==> config.mk <==
export PLATFORM = sky130hd
export DESIGN_NAME = tdc_ctrl
export DESIGN_NICKNAME = d
export VERILOG_FILES = /design/src/hw/rtl/tdc_pkg.sv /design/src/hw/rtl/tdc_ctrl.sv
export SDC_FILE = /design/constraint.sdc
export NUM_CORES = 1
export LEC_CHECK = 0
export ABC_CLOCK_PERIOD_IN_PS = 2500
export BUFFER_PORTS_ARGS = -buffer_cell sky130_fd_sc_hd__buf_2
export CAP_MARGIN = 20
export CORE_AREA = 5 5 42 44
export CTS_CLUSTER_SIZE = 8
export DETAILED_ROUTE_END_ITERATION = 10
export DIE_AREA = 0 0 47 49
export GPL_TIMING_DRIVEN = 0
export PLACE_DENSITY = 0.34
export SYNTH_ARGS = -nofsm -noshare
export SYNTH_HDL_FRONTEND = slang
export SYNTH_SLANG_ARGS = --single-unit
==> constraint.sdc <==
create_clock -name aclk -period 2.5 [get_ports aclk]
set_input_delay 0.375 -clock aclk [delete_from_list [all_inputs] [get_ports aclk]]
set_output_delay 0.375 -clock aclk [all_outputs]
set_load 0.01 [all_outputs]
==> src/hw/rtl/tdc_pkg.sv <==
package tdc_pkg;

    localparam int NUM_STATES = 64;
    localparam int NUM_KINDS  = 16;
    localparam int SYMBOLS    = 256;

    localparam int OP_W    = 2;
    localparam int STATE_W = 6;
    localparam int BYTE_W  = 8;
    localparam int KIND_W  = 4;

    localparam int TT_DEPTH = NUM_STATES * SYMBOLS;
    localparam int TT_AW    = $clog2(TT_DEPTH);

    localparam logic [STATE_W-1:0] START_STATE = STATE_W'(1);

    typedef enum logic [OP_W-1:0] {
        OP_WR_TRANS  = 2'd0,
        OP_WR_ACCEPT = 2'd1,
        OP_SCAN      = 2'd2,
        OP_NOP       = 2'd3
    } op_t;

    typedef enum logic [1:0] {
        ST_CLEAR,
        ST_IDLE,
        ST_STEP,
        ST_LOAD
    } ctrl_state_t;

    // controller to datapath
    typedef struct packed {
        logic clear_en;
        logic accept;
        logic step;
        logic load;
    } cmd_t;

    // datapath to controller
    typedef struct packed {
        logic clear_done;
        logic scan_last;
        logic out_busy;
    } status_t;

    function automatic logic state_in_range(input logic [STATE_W-1:0] st);
        return ({1'b0, st} < (STATE_W + 1)'(NUM_STATES));
    endfunction

endpackage

==> src/hw/rtl/tdc_ctrl.sv <==
module tdc_ctrl (
    input  logic              aclk,
    input  logic              aresetn,
    input  logic              s_valid,
    output logic              s_ready,
    input  tdc_pkg::op_t      op_in,
    input  tdc_pkg::status_t  status,
    output tdc_pkg::cmd_t     cmd
);
    import tdc_pkg::*;

    ctrl_state_t state_reg;
    ctrl_state_t state_next;

    always_ff @(posedge aclk) begin
        if (!aresetn) begin
            state_reg <= ST_CLEAR;
        end else begin
            state_reg <= state_next;
        end
    end

    always_comb begin
        state_next = state_reg;
        case (state_reg)
            ST_CLEAR: begin
                if (status.clear_done) begin
                    state_next = ST_IDLE;
                end
            end
            ST_IDLE: begin
                if (s_valid && op_in == OP_SCAN) begin
                    state_next = ST_STEP;
                end
            end
            ST_STEP: begin
                state_next = status.scan_last ? ST_LOAD : ST_IDLE;
            end
            ST_LOAD: begin
                if (!status.out_busy) begin
                    state_next = ST_IDLE;
                end
            end
            default: begin
                state_next = ST_CLEAR;
            end
        endcase
    end

    always_comb begin
        s_ready      = 1'b0;
        cmd.clear_en = 1'b0;
        cmd.accept   = 1'b0;
        cmd.step     = 1'b0;
        cmd.load     = 1'b0;
        case (state_reg)
            ST_CLEAR: begin
                cmd.clear_en = 1'b1;
            end
            ST_IDLE: begin
                s_ready    = 1'b1;
                cmd.accept = s_valid;
            end
            ST_STEP: begin
                cmd.step = 1'b1;
            end
            ST_LOAD: begin
                cmd.load = !status.out_busy;
            end
            default: begin
                s_ready = 1'b0;
            end
        endcase
    end

    // result word never overwrites one still waiting
    assert property (@(posedge aclk) disable iff (!aresetn)
        cmd.load |-> !status.out_busy)
        else $error("output register overwritten");

    // one step per accepted scan word
    assert property (@(posedge aclk) disable iff (!aresetn)
        state_reg == ST_STEP |-> $past(cmd.accept) && $past(op_in) == OP_SCAN)
        else $error("step without scan word");

    // no word taken while the transition memory is being cleared
    assert property (@(posedge aclk) disable iff (!aresetn)
        cmd.clear_en |-> !cmd.accept && !cmd.step && !cmd.load)
        else $error("activity during clear sweep");

endmodule

Word level (Yosys, flattened, before mapping):

Cells that the tools add are included.

* equality and inequality tests: 7
* mux-type cells: 10
* reduce and logical (&&, ||, !) cells: 4

Operator list (count)
* 2-bit 2-to-1 mux: 4
* 2-bit case mux with 4 select lines: 1
* 2-bit equality test, second input constant: 3
* 2-bit inequality test, second input constant: 3
* 1-bit 2-to-1 mux: 5
* 3-bit AND reduction: 1
* 2-bit by 1-bit equality test with 1-bit output, second input constant: 1
* 2-bit logical NOT: 1
* 1-bit logical AND: 1
* 1-bit logical NOT: 1

* register bits after elaboration: 2
* output and inout port bits: 5
* logic and storage cells: 22

Depth between registers and ports, before layout:

* depth after elaboration: 4
* mapped depth: 5

Worst setup path after synthesis:

Ideal clock, no wire load.

* kind: reg-to-reg
* start: register state_reg[0]
* end: register state_reg[1]
* setup time: 72 ps
* arrival: 1263 ps
* data required time: 2428 ps
* slack: 1165 ps
* stages on the path, launching flop included: 6
* buffers on the path: 0
* clock period less this slack: 1335 ps
* path through: dfxtp_1 inv_1 ha_1 and2b_1 a211oi_1 mux2i_1

* word-level cells in the longest chain between the ends: 3
* elaborated cells on any way between the ends: 9

RTL lines
* from (decl): RTL line tdc_ctrl.sv:12 `ctrl_state_t state_reg;`
* from (signal assigned): RTL line tdc_ctrl.sv:19 `state_reg <= state_next;`
* 2-bit by 1-bit equality test with 1-bit output, or another cell as far along: RTL line tdc_ctrl.sv:25 `case (state_reg)`
* 2-bit inequality test (no line)
* 3-bit AND reduction (no line)

Parallel ways exist; a longest one is shown, timed or not.
A chain may end at the register's enable or synchronous reset.

==> impl_metrics.yaml <==
run_status:
  status: "finished clean"
worst_setup_path:
  crit_type: "register to primary output"
  cpPeakStageDelay_ps: 370
  cpMaxStageDelayCell: "dfxtp_1"
  worstSetupStartpoint: "state_reg[1]"
  critPathCaptureType: "primary output"
  setup.worst_path.start_class: "register"
  r2r_slack_ps: 1100
  crit_family: "flip-flops"
  crit_arrival_ps: 1160
  crit_buf_inv: 2
  critPathMaxFanout: 5
  r2r_cells: 5
  r2r_end: "state_reg[1]"
  rr_startpoint: "state_reg[0]"
  worstPathRequired_ps: 2120
  path_cells: "inv_1 -> ha_1 -> and2_1 -> buf_2"
timing:
  slew_violations: 0
  hold_violations: 0
  relSlewSlack_pct: 81.4
  fin_skew_ps: 2.77
  min_period_over_period_pct: 61.5
  worst_hold_slack_ps: 430
  rsz0062_at_grt: "false"
  worst_slew_pin_slew_ps: 278
  fmax_mhz: 651
  setup_viol: 0
  fin_tns_setup_ps: 0
  final.min_clock_period_ps: 1540
drt:
  drt_iter0_drc: 6
  vias: 197
  avgViaCountPerCell: 3.79
  ant_nets: 0
  wire_per_inst_um: 8.48
  drt-pass1-iter-count: 2
  routed_wl_um: 441
  drc: 0
  met2WireLength_um: 204
  wl_met3_um: 45
  topRoutingLayerUsed: "met3"
  drt-met1-wl_um: 191
clocking:
  cts_tree: "yes"
  clkSinkCount: 2
  post_cts_buffers: 0
  cts_hold_buf: 0
  numCtsBuffers: 3
  insertion_delay_ps: 220
  cts.clk_slew.worst_paths_ps: 30
  cts_resized: 0
  root_buffer: "clkbuf_4"
  htree_levels: 1
  cts_buffer_depth: 2
yosys:
  synth.area.top_cells: "ha_1 26%, dfxtp_1 21%, mux2i_1 5.3%"
  synthXorXnorAreaFrac_pct: 0
  synth_ff_type: "dfxtp_1"
  netlist_instances: 21
  synth_compound_area_share_pct: 15.9
  yosys_warnings: 0
  synth_fp_nets: 33
  synth.distinct_cells: 16
  yosys.area_share.simple_pct: 27.2
  synth_top_family_by_area: "simple AND/OR/NAND/NOR gates"
  synthMostInstantiatedCell: "ha_1"
  synth_area_um2: 189
  yosysSeqAreaShare_pct: 21.2
  synth_top_area_share_pct: 26.5
  synth_area_leader_cell: "ha_1"
  ys_async_sr_fraction_pct: 0
  ys_seq_elements: 2
  avgSynthCellArea_um2: 9.00
  synthMuxAreaShare_pct: 5.30
  synth_fa_ha_area_share_pct: 26.5
  synth_commonest_cells: "4 x ha_1, 2 x dfxtp_1, 2 x inv_1"
  synth_edf_count: 0
min_path:
  min_from: "aresetn"
  hold_class: "input pin to register"
  min_to: "state_reg[1]"
  min_path_cells: 3
die:
  ios: 13
  core_area_um2: 1400
  num_rows: 14
  die_width_um: 47
  fp.dieH_um: 49
  die_area_um2: 2300
  start_util_pct: 13.5
final_layout:
  antenna_cells: 0
  final_area_um2: 292
  largest_register_ff_count: 2
  finalNonFillerCells: 52
  layout.nets: 50
  area_growth_pct: 54.3
  drive_above_1_share_pct: 44.4
placement:
  place_inst: 49
  dp_hpwl_um: 387
  routabilityCongestion: 0.621
  placed_area_um2: 269
  numPortBuffers: 12
global_route:
  grt_pass1_vias: 190
  grtUsageTotal_pct: 4.78
  grt_max_degree: 6
  grt-ovfl-total: 0
  grt_pass1_wl_um: 710
  antenna_found_initial: 0
power_and_ir_drop:
  p_leak_nw: 0.158
  power.density_nw_per_um2: 523
  ir_worst_vdd_uv: 249
job:
  drv_cap: 0
[per-stage QoR]
step | util [%] | setup WS, ps | power (mW)
2_1_floorplan | - | 1170 | 0.0670
6_report | 20.8 | 963 | 0.152
4_1_cts | 20.8 | 935 | 0.158
5_1_grt | 20.8 | 840 | 0.172
3_3_place_gp | 19.2 | 1100 | 0.0833
3_5_place_dp | 19.2 | 1120 | 0.0833
[worst max path at each step]
stage | endpoint | slack, ps | cells past startpoint
2_1_floorplan | state_reg[1] | 1170 | 5
3_3_place_gp | state_reg[1] | 1100 | 5
3_5_place_dp | state_reg[1] | 1120 | 5
4_1_cts | cmd[2] | 940 | 4
5_1_grt | cmd[2] | 840 | 4
6_report | cmd[2] | 960 | 4
[power breakdown]
| group | internal, mW | leakage, nW | switching (mW) |
|---|---|---|---|
| combinational | 0.0221 | 0.127 | 0.0209 |
| sequential | 0.0354 | 0.0165 | 0.00351 |
| clock | 0.0529 | 0.0138 | 0.0175 |
| total | 0.110 | 0.158 | 0.0420 |
[cell families (layout without fill, tap and decap cells)]
group / Yosys count / in the layout
buf+inv: 2 / 17
simple gates: 8 / 8
flops: 2 / 2
fa+ha+maj: 4 / 4
mux: 1 / 1
compound gates: 4 / 4
[per-layer routing]
metal	global-route usage, %	vias to the layer above
met2	6.56	7
met3	5.90	0
met5	0	-
li1	-	105
met4	2.76	0
met1	3.72	85
[layout make-up]
cell class / count / area, um2
Multi-Input combinational cell: 17 / 141
Timing Repair Buffer: 12 / 60.1
Clock buffer: 3 / 22.5
Sequential cell: 2 / 40.0
Fill cell: 166 / 1110
Inverter: 2 / 7.51
Tap cell: 16 / 20.0
[worst reg2reg max path: cells and delay by family, from the launching register on]
kind / cells / cell delay (ps)
multiplexers: 1 / 210
AND/OR/NAND/NOR: 1 / 180
flip-flops: 1 / 370
AO/OA/AOI/OAI: 1 / 280
buffers and inverters: 1 / 80
adder cells (fa/ha/maj): 1 / 200
[cells in the final DEF (no fill, tap or decap), drive strengths merged]
cell type / n
a211oi: 1
a21boi: 1
a21o: 1
and2: 2
and2b: 1
buf: 12
clkbuf: 3
dfxtp: 2
ha: 4
inv: 2
mux2i: 1
nand2: 1
nand3: 1
nand3b: 1
nor2b: 1
o31ai: 1
or3: 1
No activity file was read; power rests on OpenSTA's default activity.
